--- src/hdl/srma_pkg.sv ---
// Package for the serial register access master.
// Holds widths, register indexes, reset values and the result record type.
// No dependencies.
package srma_pkg;

   localparam int unsigned FRAME_BITS   = 18;
   localparam int unsigned READ_BITS    = 8;
   localparam int unsigned POST_HALVES  = 3;
   localparam int unsigned FINAL_HALVES = 2;

   localparam int unsigned CSR_INDEX_W = 2;
   localparam int unsigned CSR_DATA_W  = 16;

   localparam logic [CSR_INDEX_W-1:0] CSR_CHIP_ADDRESS = 2'd0;
   localparam logic [CSR_INDEX_W-1:0] CSR_HALF_PERIOD  = 2'd1;
   localparam logic [CSR_INDEX_W-1:0] CSR_WRITE_GAP    = 2'd2;

   localparam logic [2:0]  CHIP_ADDRESS_RST = 3'd6;
   localparam logic [15:0] HALF_PERIOD_RST  = 16'd500;
   localparam logic [7:0]  WRITE_GAP_RST    = 8'd200;

   typedef struct packed {
      logic       enable_pin;
      logic       clock_pin;
      logic       data_out_pin;
      logic       busy_res;
      logic       done_res;
      logic [7:0] read_data;
   } result_type;

endpackage

--- src/hdl/srma_seq.sv ---
// Pin sequencer of the serial register access master: phase state and one
// step per accepted transfer. Depends on srma_pkg.
module srma_seq (
   input  logic                clock,
   input  logic                reset,
   input  logic                step_en,
   input  logic                start_req,
   input  logic                operation,
   input  logic [3:0]          row,
   input  logic [7:0]          write_value,
   input  logic                data_in_pin,
   input  logic [2:0]          chip_address,
   input  logic [15:0]         half_period_ticks,
   input  logic [7:0]          write_gap_halves,
   output srma_pkg::result_type res
);
   import srma_pkg::*;

   localparam logic [3:0] PH_IDLE   = 4'd0;
   localparam logic [3:0] PH_LEAD   = 4'd1;
   localparam logic [3:0] PH_BLO    = 4'd2;
   localparam logic [3:0] PH_BHI    = 4'd3;
   localparam logic [3:0] PH_TAIL   = 4'd4;
   localparam logic [3:0] PH_GAP    = 4'd5;
   localparam logic [3:0] PH_RENH   = 4'd6;
   localparam logic [3:0] PH_RPULSE = 4'd7;
   localparam logic [3:0] PH_RPOST  = 4'd8;
   localparam logic [3:0] PH_RELOW  = 4'd9;
   localparam logic [3:0] PH_RBHI   = 4'd10;
   localparam logic [3:0] PH_RBLO   = 4'd11;
   localparam logic [3:0] PH_RFINAL = 4'd12;

   logic [3:0]            phase_ff, phase_in;
   logic [15:0]           tick_ff, tick_in;
   logic [7:0]            bit_ff, bit_in;
   logic [FRAME_BITS-1:0] frame_ff, frame_in;
   logic [READ_BITS-1:0]  rshift_ff, rshift_in;
   logic                  is_read_ff, is_read_in;

   logic [15:0]           half;
   logic [FRAME_BITS-1:0] frame_sel;
   logic [8:0]            bit_next;
   logic                  finish;

   always_comb begin
      phase_in   = phase_ff;
      tick_in    = tick_ff;
      bit_in     = bit_ff;
      frame_in   = frame_ff;
      rshift_in  = rshift_ff;
      is_read_in = is_read_ff;
      finish     = 1'b0;
      res        = '0;
      res.enable_pin = 1'b1;
      half = (half_period_ticks == 16'd0) ? 16'd1 : half_period_ticks;

      if (phase_ff == PH_IDLE && start_req) begin
         frame_in   = {chip_address, ~operation, 2'b00, row,
                       operation ? 8'h00 : write_value};
         is_read_in = operation;
         tick_in    = '0;
         bit_in     = '0;
         rshift_in  = '0;
         phase_in   = PH_LEAD;
      end

      frame_sel = frame_in >> bit_in[4:0];
      bit_next  = {1'b0, bit_in} + 9'd1;

      unique case (phase_in)
         PH_IDLE: begin
            res.enable_pin = 1'b1;
         end
         PH_BLO: begin
            res.enable_pin   = 1'b0;
            res.data_out_pin = frame_sel[0];
         end
         PH_BHI: begin
            res.enable_pin   = 1'b0;
            res.clock_pin    = 1'b1;
            res.data_out_pin = frame_sel[0];
         end
         PH_GAP, PH_RENH, PH_RPOST: begin
            res.enable_pin = 1'b1;
         end
         PH_RPULSE: begin
            res.enable_pin = 1'b1;
            res.clock_pin  = 1'b1;
         end
         PH_RBHI: begin
            res.enable_pin = 1'b0;
            res.clock_pin  = 1'b1;
         end
         default: begin
            res.enable_pin = 1'b0;
         end
      endcase

      if (phase_in != PH_IDLE) begin
         res.busy_res = 1'b1;
         if (({1'b0, tick_in} + 17'd1) < {1'b0, half}) begin
            tick_in = tick_in + 16'd1;
         end else begin
            tick_in = '0;
            unique case (phase_in)
               PH_LEAD: begin
                  phase_in = PH_BLO;
                  bit_in   = '0;
               end
               PH_BLO: phase_in = PH_BHI;
               PH_BHI: begin
                  if (bit_next >= 9'(FRAME_BITS)) begin
                     phase_in = PH_TAIL;
                     bit_in   = '0;
                  end else begin
                     bit_in   = bit_next[7:0];
                     phase_in = PH_BLO;
                  end
               end
               PH_TAIL: begin
                  if (is_read_in) begin
                     phase_in = PH_RENH;
                  end else if (write_gap_halves == 8'd0) begin
                     finish = 1'b1;
                  end else begin
                     phase_in = PH_GAP;
                     bit_in   = '0;
                  end
               end
               PH_GAP: begin
                  if (bit_next >= {1'b0, write_gap_halves}) finish = 1'b1;
                  else bit_in = bit_next[7:0];
               end
               PH_RENH: phase_in = PH_RPULSE;
               PH_RPULSE: begin
                  phase_in = PH_RPOST;
                  bit_in   = '0;
               end
               PH_RPOST: begin
                  if (bit_next >= 9'(POST_HALVES)) phase_in = PH_RELOW;
                  else bit_in = bit_next[7:0];
               end
               PH_RELOW: begin
                  phase_in = PH_RBHI;
                  bit_in   = '0;
               end
               PH_RBHI: begin
                  if (!data_in_pin) rshift_in[bit_in[2:0]] = 1'b1;
                  phase_in = PH_RBLO;
               end
               PH_RBLO: begin
                  if (bit_next >= 9'(READ_BITS)) begin
                     phase_in = PH_RFINAL;
                     bit_in   = '0;
                  end else begin
                     bit_in   = bit_next[7:0];
                     phase_in = PH_RBHI;
                  end
               end
               PH_RFINAL: begin
                  if (bit_next >= 9'(FINAL_HALVES)) finish = 1'b1;
                  else bit_in = bit_next[7:0];
               end
               default: finish = 1'b1;
            endcase
            if (finish) begin
               res.done_res  = 1'b1;
               res.read_data = is_read_in ? rshift_in : 8'h00;
               phase_in      = PH_IDLE;
               bit_in        = '0;
            end
         end
      end
   end

   always_ff @(posedge clock) begin
      if (reset) begin
         phase_ff   <= PH_IDLE;
         tick_ff    <= '0;
         bit_ff     <= '0;
         frame_ff   <= '0;
         rshift_ff  <= '0;
         is_read_ff <= 1'b0;
      end else if (step_en) begin
         phase_ff   <= phase_in;
         tick_ff    <= tick_in;
         bit_ff     <= bit_in;
         frame_ff   <= frame_in;
         rshift_ff  <= rshift_in;
         is_read_ff <= is_read_in;
      end
   end

endmodule

--- src/hdl/srma_obuf.sv ---
// Two-entry result buffer (output register plus skid register) of the
// serial register access master. Depends on srma_pkg.
module srma_obuf (
   input  logic                 clock,
   input  logic                 reset,
   input  logic                 in_valid,
   input  srma_pkg::result_type in_res,
   input  logic                 out_stall,
   output logic                 out_valid,
   output srma_pkg::result_type out_res,
   output logic                 full
);
   import srma_pkg::*;

   logic       main_valid_ff, main_valid_in;
   logic       skid_valid_ff, skid_valid_in;
   result_type main_ff, main_in;
   result_type skid_ff, skid_in;
   logic       main_free;

   always_comb begin
      main_free     = !main_valid_ff || !out_stall;
      main_valid_in = main_valid_ff;
      skid_valid_in = skid_valid_ff;
      main_in       = main_ff;
      skid_in       = skid_ff;
      if (main_free) begin
         if (skid_valid_ff) begin
            main_in       = skid_ff;
            main_valid_in = 1'b1;
            skid_valid_in = 1'b0;
         end else begin
            main_in       = in_res;
            main_valid_in = in_valid;
         end
      end else if (in_valid) begin
         skid_in       = in_res;
         skid_valid_in = 1'b1;
      end
   end

   always_ff @(posedge clock) begin
      if (reset) begin
         main_valid_ff <= 1'b0;
         skid_valid_ff <= 1'b0;
      end else begin
         main_valid_ff <= main_valid_in;
         skid_valid_ff <= skid_valid_in;
      end
   end

   always_ff @(posedge clock) begin
      main_ff <= main_in;
      skid_ff <= skid_in;
   end

   assign out_valid = main_valid_ff;
   assign out_res   = main_ff;
   assign full      = skid_valid_ff;

endmodule

--- src/hdl/serial_register_access_master_top.sv ---
// Top level of the serial register access master: configuration registers,
// pin sequencer and result buffer. Depends on srma_pkg, srma_seq, srma_obuf.
//
// Each request transfer is one system tick. On an idle tick a start request
// begins a register write or read, and the sequencer drives enable, clock
// and data levels for the serial pins. Every request transfer yields exactly
// one response transfer carrying the pin levels, busy, done and read data.
// Throughput is one transfer per cycle while req_stall is low. The response
// is registered into the output register or skid register on the edge that
// updates the sequencer state. The response side has an output register
// and a skid register, so requests keep flowing while a response waits;
// req_stall rises only when both are full and clears once rsp_stall drops.
// Configuration writes go through csr_wr_en, csr_index and csr_wr_data and
// take effect on the next tick. Reset is synchronous: the sequencer returns
// to idle, the registers take their default values (chip address 6, half
// period 500 ticks, write gap 200 halves) and the response buffer empties.
module serial_register_access_master_top
   import srma_pkg::*;
(
   input  logic                   clock,
   input  logic                   reset,
   input  logic                   req_valid,
   output logic                   req_stall,
   input  logic                   req_start_req,
   input  logic                   req_operation,
   input  logic [3:0]             req_row,
   input  logic [7:0]             req_write_value,
   input  logic                   req_data_in_pin,
   output logic                   rsp_valid,
   input  logic                   rsp_stall,
   output logic                   rsp_enable_pin,
   output logic                   rsp_clock_pin,
   output logic                   rsp_data_out_pin,
   output logic                   rsp_busy_res,
   output logic                   rsp_done_res,
   output logic [7:0]             rsp_read_data,
   input  logic                   csr_wr_en,
   input  logic [CSR_INDEX_W-1:0] csr_index,
   input  logic [CSR_DATA_W-1:0]  csr_wr_data
);
   import srma_pkg::*;

   logic [2:0]  chip_ff;
   logic [15:0] half_ff;
   logic [7:0]  gap_ff;
   logic        req_take;
   logic        buf_full;
   result_type  step_res;
   result_type  out_res;

   always_ff @(posedge clock) begin
      if (reset) begin
         chip_ff <= CHIP_ADDRESS_RST;
         half_ff <= HALF_PERIOD_RST;
         gap_ff  <= WRITE_GAP_RST;
      end else if (csr_wr_en) begin
         unique case (csr_index)
            CSR_CHIP_ADDRESS: chip_ff <= csr_wr_data[2:0];
            CSR_HALF_PERIOD:  half_ff <= csr_wr_data[15:0];
            CSR_WRITE_GAP:    gap_ff  <= csr_wr_data[7:0];
            default: ;
         endcase
      end
   end

   assign req_stall = buf_full;
   assign req_take  = req_valid && !buf_full;

   srma_seq u_seq (
      .clock             (clock),
      .reset             (reset),
      .step_en           (req_take),
      .start_req         (req_start_req),
      .operation         (req_operation),
      .row               (req_row),
      .write_value       (req_write_value),
      .data_in_pin       (req_data_in_pin),
      .chip_address      (chip_ff),
      .half_period_ticks (half_ff),
      .write_gap_halves  (gap_ff),
      .res               (step_res)
   );

   srma_obuf u_obuf (
      .clock     (clock),
      .reset     (reset),
      .in_valid  (req_take),
      .in_res    (step_res),
      .out_stall (rsp_stall),
      .out_valid (rsp_valid),
      .out_res   (out_res),
      .full      (buf_full)
   );

   assign rsp_enable_pin   = out_res.enable_pin;
   assign rsp_clock_pin    = out_res.clock_pin;
   assign rsp_data_out_pin = out_res.data_out_pin;
   assign rsp_busy_res     = out_res.busy_res;
   assign rsp_done_res     = out_res.done_res;
   assign rsp_read_data    = out_res.read_data;

   a_skid_needs_main: assert property (@(posedge clock) disable iff (reset)
      buf_full |-> rsp_valid)
      else $error("skid register holds a transfer while the output register is empty");

   a_done_is_busy: assert property (@(posedge clock) disable iff (reset)
      (rsp_valid && rsp_done_res) |-> rsp_busy_res)
      else $error("done reported outside an access");

   a_idle_pins: assert property (@(posedge clock) disable iff (reset)
      (rsp_valid && !rsp_busy_res) |->
         (rsp_enable_pin && !rsp_clock_pin && !rsp_data_out_pin && rsp_read_data == 8'h00))
      else $error("pins not at idle levels while not busy");

   a_skid_fill: assert property (@(posedge clock) disable iff (reset)
      (req_take && rsp_valid && rsp_stall) |=> buf_full)
      else $error("transfer accepted into a stalled buffer was not held");

endmodule

--- config.mk ---
export PLATFORM = sky130hd
export DESIGN_NAME = serial_register_access_master_top
export DESIGN_NICKNAME = d
export VERILOG_FILES = /design/src/hdl/srma_pkg.sv /design/src/hdl/srma_seq.sv /design/src/hdl/srma_obuf.sv /design/src/hdl/serial_register_access_master_top.sv
export SDC_FILE = /design/constraint.sdc
export NUM_CORES = 1
export LEC_CHECK = 0
export BUFFER_PORTS_ARGS = -buffer_cell sky130_fd_sc_hd__buf_2
export CORE_ASPECT_RATIO = 0.9
export CORE_MARGIN = 3
export CORE_UTILIZATION = 50
export DETAILED_ROUTE_END_ITERATION = 7
export GPL_TIMING_DRIVEN = 0
export PLACE_DENSITY = 0.7
export SYNTH_ARGS = -nofsm -noshare
export SYNTH_HDL_FRONTEND = slang
export SYNTH_HIERARCHICAL = 1
export SYNTH_SLANG_ARGS = --single-unit
--- constraint.sdc ---
create_clock -name clock -period 8.9 [get_ports clock]
set_input_delay 1.335 -clock clock [delete_from_list [all_inputs] [get_ports clock]]
set_output_delay 1.335 -clock clock [all_outputs]
set_load 0.005 [all_outputs]
* Yosys cells after proc, flatten, opt, wreduce, memory -nomap -nowiden
Cells that the tools add are included.
Cells by class: add/subtract/negate cells 3, $lt $le $gt $ge 8, eq/ne operators 14, shift operators 1, muxes and demuxes 52, bitwise operators 3, reductions and logical operators 23
Operators with widths (number):
- $mux W8 | 18
- $mux W16 | 4
- $pmux W8 S7 | 1
- $pmux W4 S10 | 1
- $mux W4 | 7
- $eq A4 B4 Y1 const B | 5
- $ge A9 B2 Y1 const B | 2
- $mux W18 | 1
- $mux W9 | 2
- $shr A18 B5 Y1 | 1
- $add A16 B1 Y17 const B | 1
- $lt A17 B16 Y1 | 1
- $add A16 B1 Y16 const B | 1
- $eq A4 B3 Y1 const B | 4
- $logic_not A16 Y1 | 1
- $mux W13 | 1
- $mux W1 | 12
- $mux W10 | 1
- $add A8 B1 Y9 const B | 1
- $ge A9 B4 Y1 const B | 1
- $ge A9 B5 Y1 const B | 1
- $ge A9 B8 Y1 | 1
- $reduce_or A9 Y1 | 1
- $eq A4 B2 Y1 const B | 2
- other kinds (21) | 33
Word-level totals: register bits after elaboration 110, output and inout bits 15, logic and storage cells 127

* Depth between registers and ports, before layout
Gate-level depths: netlist of run 1.
depth in word-level cells 15, gate-level depth with buffers 25

* Cells and area by module
Netlist of run 1, hierarchy kept.
By module, submodules not included:
- srma_seq | instances 1, cells each 610, area an instance 4455.5 um^2, sequential area each 1101.1 um^2
- serial_register_access_master_top | instances 1, cells each 116, area an instance 1157.4 um^2, sequential area each 540.5 um^2
- srma_obuf | instances 1, cells each 47, area an instance 1002.2 um^2, sequential area each 820.8 um^2

* Worst setup path after synthesis of run 1
No wires, ideal clock.
path type input -> register, start point in req_start_req, end point reg u_obuf.main_ff (netlist bit u_obuf/out_res[6]), data pin, setup time 0.129 ns, data arrival time 6.109 ns, required time 8.771 ns, slack 2.662 ns, cell stages on the path 23, buffers on the path 5, cell sequence nor2b_1 -> nand2_1 -> clkbuf_1 -> clkbuf_1 -> clkbuf_1 -> buf_1 -> and2_1 -> ha_1 -> and3_1 -> and4_1 -> and3_1 -> xnor2_1 -> nor2_1 -> ha_1 -> o2111ai_1 -> a211oi_1 -> and2_1 -> a2111oi_4 -> or2_2 -> or3_1 -> buf_2 -> a21oi_1 -> mux2_2
RTL lines:
- from (decl) | RTL line serial_register_access_master_top.sv:24 | input logic req_start_req,
- to (signal assigned) | RTL line srma_obuf.sv:53 | main_ff <= main_in;
- to (decl) | RTL line srma_obuf.sv:17 | result_type main_ff, main_in;

==> flow_summary.yaml, run 1 <==
sta:
  hold_viol: 0
  drv_slew: 0
  finalCriticalPeriod_ns: 7.740
  maxSlewHeadroom_pct: 25.68
  fin_worst_skew_ns: 0.008374
  rsz0062_at_grt: "false"
  period_share_pct: 86.96
  setup_violations: 0
  worstMarginPinSlew_ns: 1.101
  fmaxAchievable_ghz: 0.1292
  finalSetupTns_ns: 0
logic_synthesis:
  synth_cells: 773
  synth_area_sq_um: 6615
  synthesis.nets: 836
  ys_async_sr_fraction_pct: 0
  ys.flop_type: "dfxtp_1"
  yosysWarningCount: 6
  synth_seq_cells: 110
  synth.distinct_cells: 75
  synth-edff-count: 26
  avgSynthCellArea_sq_um: 8.558
  ys_seq_area_share_pct: 37.22
cts:
  clk_latency_ns: 0.36
  cts_setup_buffers: 0
  hold_buffers: 0
  htreeDepth: 3
  root_buffer: "clkbuf_16"
  numCtsBuffers: 9
  cts_buffer_depth: 2
  cts_resized: 0
  cts.clk_slew.worst_paths_ns: 0.08
  clock-sinks: 110
  cts_tree: "yes"
pwr:
  switchingPower_mw: 0.2807
  power_density_nw_per_um2: 141.2
  swShare_pct: 26.96
  power.total_mw: 1.041
  ir_drop_mv: 0.1350
  seqPwrFrac_pct: 51.2
  p_int_mw: 0.7604
  leakagePower_nw: 2.880
  power_frac_clock_pct: 38.4
  comb_power_share_pct: 10.4
floorplanning:
  coreArea_sq_um: 12830
  row_count: 39
  initial_core_util_pct: 51.55
  dieArea_sq_um: 14650
  die_h_um: 115.1
  die_w_um: 127.2
  ios: 53
layout:
  syn2layout_area_growth_pct: 11.44
  fillers: 1141
  layout.nets: 899
  fin_area_sq_um: 7372
  drive_gt1_share_pct: 14.03
  antenna_cells: 0
critical_path:
  crit_path_start_kind: "input port"
  end_kind: "flip-flop"
  crit_family: "simple AND/OR/NAND/NOR gates"
  slowest_stage: "buf_1"
  cp.arrival_ns: 7.97
  cp.required_ns: 9.13
  crit_path_max_incr_delay_ns: 0.58
  worst-path-buf-inv: 6
  crit_chain: "buf_2 -> nor2b_1 -> nand2_1 -> clkbuf_1 -> clkbuf_1 -> clkbuf_1 -> buf_1 -> and2_1 -> ha_1 -> and3_1 -> and4_1 -> and3_1 -> xnor2_1 -> nor2_1 -> ha_1 -> o2111ai_1 -> a211oi_1 -> and2_1 -> a2111oi_4 -> or2_2 -> or3_1 -> buf_2 -> nor2_1 -> mux2_2"
  crit_type: "in2reg"
  cp_common_cell: "clkbuf_1"
  worst-path-max-fanout: 10
drt:
  wirelength_mm: 19.16
  drt-vias-per-instance: 6.100
  wl_per_cell_um: 19.07
  ant_nets: 0
  drc: 0
  initialDrtViolationCount: 582
  drt_pass1_iterations: 6
  vias: 6131
global_route:
  antenna_found_initial: 0
  grt_pass1_vias: 5892
  grt_max_degree: 21
  grt_pass1_wl_mm: 30.62
  grt_util_all_layers_pct: 26.52
  overflow: 0
run:
  drv_cap: 0
outcome:
  status: "completed"
placement:
  placed_cell_area_sq_um: 7081
  dp_hpwl_mm: 14.50
  routabilityCongestion: 0.9883
  port_buffers: 52
hold_path:
  min_path_type: "reg2reg"
-- metrics by stage --
step           cells  worst slack (ns)  utilization, %  hold slack (ns)
2_1_floorplan    773             2.662               -           0.4321
3_3_place_gp     989            0.9300           55.17           0.4422
3_5_place_dp     989            0.9574           55.17           0.4521
4_1_cts         1005             1.283           57.44           0.4646
5_1_grt         1005            0.8462           57.44           0.4909
6_report        1005             1.160           57.44           0.4674
-- placed cells by master (no fill, tap or decap), types with 13 or more instances in the layout --
cell      synthesis  layout
nor2_1           90      90
buf_2            12      64
a21oi_1          54      54
mux2i_1          32      32
ha_1             25      25
inv_1            35      35
and3_1           17      17
edfxtp_1         26      26
nand3_1          27      27
o21ai_0          25      25
clkbuf_1         27      27
mux2_2           14      14
nor3_1           13      13
a22oi_1          16      16
nand2_1          60      60
nand4_1          14      14
dfxtp_1          84      84
nand2b_1         37      37
-- power by group through the flow --
stage               logic, mW  clock network (mW)  registers (mW)
floorplan              0.0661                   0           0.542
global placement        0.104                   0           0.543
detailed placement      0.106                   0           0.545
CTS                     0.107               0.410           0.533
global route            0.119               0.427           0.534
finish                  0.108               0.400           0.533
-- cell families (layout without fill, tap and decap cells) --
logic type | after synthesis | after routing | share of synthesized area (%)
AOI/OAI and AO/OA | 169 | 169 | 17.16
and+or+nand+nor | 314 | 314 | 24.19
buffers and inverters | 85 | 153 | 5.674
xor gates and xnor gates | 21 | 21 | 2.780
adders and majority gates | 25 | 25 | 4.729
muxes | 49 | 49 | 8.247
DFF | 110 | 110 | 37.22
-- Yosys cell counts (all sizes together), types with 5 or more instances --
library cell  count  area share (%)
or3               7            0.66
inv              35             2.0
nor4              6            0.66
a21o              5            0.57
o2111ai           5            0.66
a211oi            6            0.68
nand2b           37             3.5
o211ai            5            0.57
and2              7            0.68
buf              23             2.2
xor2              9             1.2
nand3            28             2.2
nor3b             6            0.68
xnor2            12             1.6
mux2i            32             4.8
o21ai            26             2.0
nor2             90             5.1
ha               25             4.7
mux2             14             2.4
a22oi            16             1.8
dfxtp            84              25
nand4            14             1.3
clkbuf           27             1.5
a21oi            57             4.5
a31oi             5            0.47
nor3             15             1.3
and3             17             1.6
edfxtp           26              12
nand2            60             3.4
nor2b             6            0.57
-- tightest hold or removal path, stage by stage (launching register included) --
cell	delay, ns
dfxtp_1	0.31
nand2_1	0.05
a21oi_1	0.06
-- cell type report --
type	count	area [sq um]	share of cell area, %
timing repair buffer	52	260.3	3.530
sequential	110	2462	33.40
inverter	35	131.4	1.782
clock buffer	9	225.2	3.055
tap	164	205.2	2.783
buffer	50	244.0	3.310
clock inverter	7	66.31	0.8995
multi-input combinational	578	3777	51.24
-- state kept, by name (all words and copies together) (netlist names), 3 cells and up --
| signal | flops |
|---|---|
| u_seq/rshift_ff | 8 |
| gap_ff | 8 |
| chip_ff | 3 |
| u_obuf/out_res | 13 |
| u_obuf/skid_ff | 13 |
| u_seq/bit_ff | 8 |
| u_seq/tick_ff | 16 |
| u_seq/frame_ff | 18 |
| u_seq/phase_ff | 4 |
| half_ff | 16 |
-- per-layer routing --
| metal | track usage, % | share of wire (%) |
|---|---|---|
| met1 | 37.83 | 47 |
| met2 | 39.77 | 43 |
| met3 | 5.945 | 8.0 |
| met4 | 9.221 | 2.4 |
| met5 | 0 | 0 |
-- path summary, 6_finish.rpt --
path                            slack (ns)                            start  cells after the start                         endpoint
worst max-delay path                  1.16                    req_start_req                     24      u_obuf/out_res[0]$_DFFE_PP_
worst max register to register        1.83   u_seq/phase_ff[2]$_SDFFE_PP0P_                     24      u_obuf/out_res[0]$_DFFE_PP_
worst min register to register        0.47  u_seq/frame_ff[16]$_SDFFE_PP0P_                      2  u_seq/frame_ff[16]$_SDFFE_PP0P_
worst min-delay path                  0.47  u_seq/frame_ff[16]$_SDFFE_PP0P_                      2  u_seq/frame_ff[16]$_SDFFE_PP0P_
(Power assumes the default switching activity.)
==> run 2, diff against run 1 <==
--- a/config.mk
+++ b/config.mk
@@ -7,7 +7,7 @@
 export LEC_CHECK = 0
 export BUFFER_PORTS_ARGS = -buffer_cell sky130_fd_sc_hd__buf_2
 export CORE_ASPECT_RATIO = 0.9
-export CORE_MARGIN = 3
+export CORE_MARGIN = 8
 export CORE_UTILIZATION = 50
 export DETAILED_ROUTE_END_ITERATION = 7
 export GPL_TIMING_DRIVEN = 0
==> run 2 against run 1 <==
Register-to-register slack better by 0.04 ns; count of clock-buffer cells in the layout up 1; final area up 0.10%; clock skew up 0.0038 ns; die area up 17%; non-clock buffer count unchanged; critical endpoint is now u_obuf/out_res[6]$_DFFE_PP_.
==> flow_summary.yaml, run 2 (synthesis gave the netlist of run 1 again) <==
drt:
  drt-vias-per-instance: 6.060
  drc: 0
  wirelength_mm: 19.58
  vias: 6115
  met1_length_mm: 8.998
  wl_met2_mm: 8.526
  met3_length_mm: 1.705
  drt_pass1_iterations: 6
  highest_layer: "met4"
  ant_nets: 0
  initialDrtViolationCount: 506
  wl_per_cell_um: 19.41
cts:
  htreeDepth: 3
  cts.clk_slew.worst_paths_ns: 0.08
  cts_buffer_depth: 2
  cts_resized: 0
  numCtsBuffers: 9
  clk_latency_ns: 0.36
  hold_buffers: 0
  cts_tree: "yes"
  clock-sinks: 110
  root_buffer: "clkbuf_16"
  cts_setup_buffers: 0
sta:
  period_share_pct: 86.39
  maxSlewHeadroom_pct: 34.10
  worstMarginPinSlew_ns: 0.9761
  setup_violations: 0
  drv_slew: 0
  finalSetupTns_ns: 0
  fmaxAchievable_ghz: 0.1301
  rsz0062_at_grt: "false"
  finalCriticalPeriod_ns: 7.689
  hold_viol: 0
  fin_worst_skew_ns: 0.01216
critical_path:
  crit_path_start_kind: "input port"
  worst-path-buf-inv: 6
  worst-path-max-fanout: 10
  cp.arrival_ns: 7.92
  cp.required_ns: 9.13
  cp_common_cell: "clkbuf_1"
  crit_type: "in2reg"
  crit_path_max_incr_delay_ns: 0.57
  end_kind: "flip-flop"
  slowest_stage: "buf_1"
  crit_family: "simple AND/OR/NAND/NOR gates"
layout:
  largest_register_ffs: 18
  fin_util_pct: 56.28
  drive_gt1_share_pct: 14.03
  regMostFlops: "u_seq/frame_ff"
  layout_common_cells: "nor2_1 (90), dfxtp_1 (84), buf_2 (64)"
  antenna_cells: 0
  final_common_cell: "nor2_1"
  syn2layout_area_growth_pct: 11.56
  top_regs: "u_seq/frame_ff: 18 flops, half_ff: 16 flops, u_seq/tick_ff: 16 flops"
  layout.nets: 899
pwr:
  seqPwrFrac_pct: 51.2
  ir_drop_mv: 0.1104
  leakagePower_nw: 2.881
  swShare_pct: 26.82
  switchingPower_mw: 0.2791
  power_frac_clock_pct: 38.3
  p_int_mw: 0.7615
  power_density_nw_per_um2: 141.0
  comb_power_share_pct: 10.5
global_route:
  antenna_found_initial: 0
  grt_pass1_vias: 6024
  grt_pass1_wl_mm: 31.19
  grt_max_degree: 21
  grt_util_all_layers_pct: 22.81
  overflow: 0
placement:
  dp_hpwl_mm: 14.87
  port_buffers: 52
  routabilityCongestion: 0.9738
floorplanning:
  initial_core_util_pct: 50.45
  die_h_um: 125.1
  coreArea_sq_um: 13110
  ios: 53
  row_count: 40
  dieArea_sq_um: 17170
  die_w_um: 137.2
outcome:
  status: "completed"
hold_path:
  min_path_type: "reg2reg"
run:
  drv_cap: 0
## run 2: path summary, 6_finish.rpt
path,startpoint,end,slack (ns),cells after the start
max,req_start_req,u_obuf/out_res[6]$_DFFE_PP_,1.21,25
min,u_seq/frame_ff[15]$_SDFFE_PP0P_,u_seq/frame_ff[15]$_SDFFE_PP0P_,0.46,2
max reg2reg,u_seq/phase_ff[2]$_SDFFE_PP0P_,u_obuf/out_res[6]$_DFFE_PP_,1.87,25
min reg2reg,u_seq/frame_ff[15]$_SDFFE_PP0P_,u_seq/frame_ff[15]$_SDFFE_PP0P_,0.46,2
## run 2: tightest hold or removal path, delay by kind of cell, from the launching register on
| kind | cells | cell delay [ns] |
|---|---|---|
| and+or+nand+nor | 1 | 0.05 |
| AOI/OAI and AO/OA | 1 | 0.05 |
| DFF | 1 | 0.31 |
## run 2: per-stage QoR
stage               instances  hold WS, ns  total power, mW  cell area, sq um  setup WS, ns
finish                   1009       0.4578            1.041              7380         1.211
global route             1009       0.4912            1.078              7380        0.9276
CTS                      1009       0.4580            1.047              7380         1.337
detailed placement        993       0.4472           0.6514              7086         1.022
global placement          993       0.4432           0.6481              7086        0.9478
floorplan                 773       0.4321           0.6082              6615         2.662
## run 2: area by class of cell
cell class / count / area [sq um]
well taps: 168 / 210.2
fillers: 1222 / 5733
inverters: 35 / 131.4
plain buffers: 50 / 244.0
multi-input cells: 578 / 3777
flip-flops and latches: 110 / 2462
clock inverters: 6 / 65.06
clock buffers: 10 / 229.0
repair buffers: 52 / 260.3
## run 2: layer usage
layer,vias up,GRT usage [%]
li1,2904,-
met4,0,7.088
met1,2911,32.04
met2,272,33.39
met5,-,0
met3,28,5.725
## run 2: power by group through the flow
stage / Clock, mW / Sequential (mW) / Combinational [mW]
floorplan: 0 / 0.542 / 0.0661
global placement: 0 / 0.543 / 0.105
detailed placement: 0 / 0.544 / 0.107
CTS: 0.406 / 0.533 / 0.108
global route: 0.425 / 0.534 / 0.119
finish: 0.399 / 0.533 / 0.109
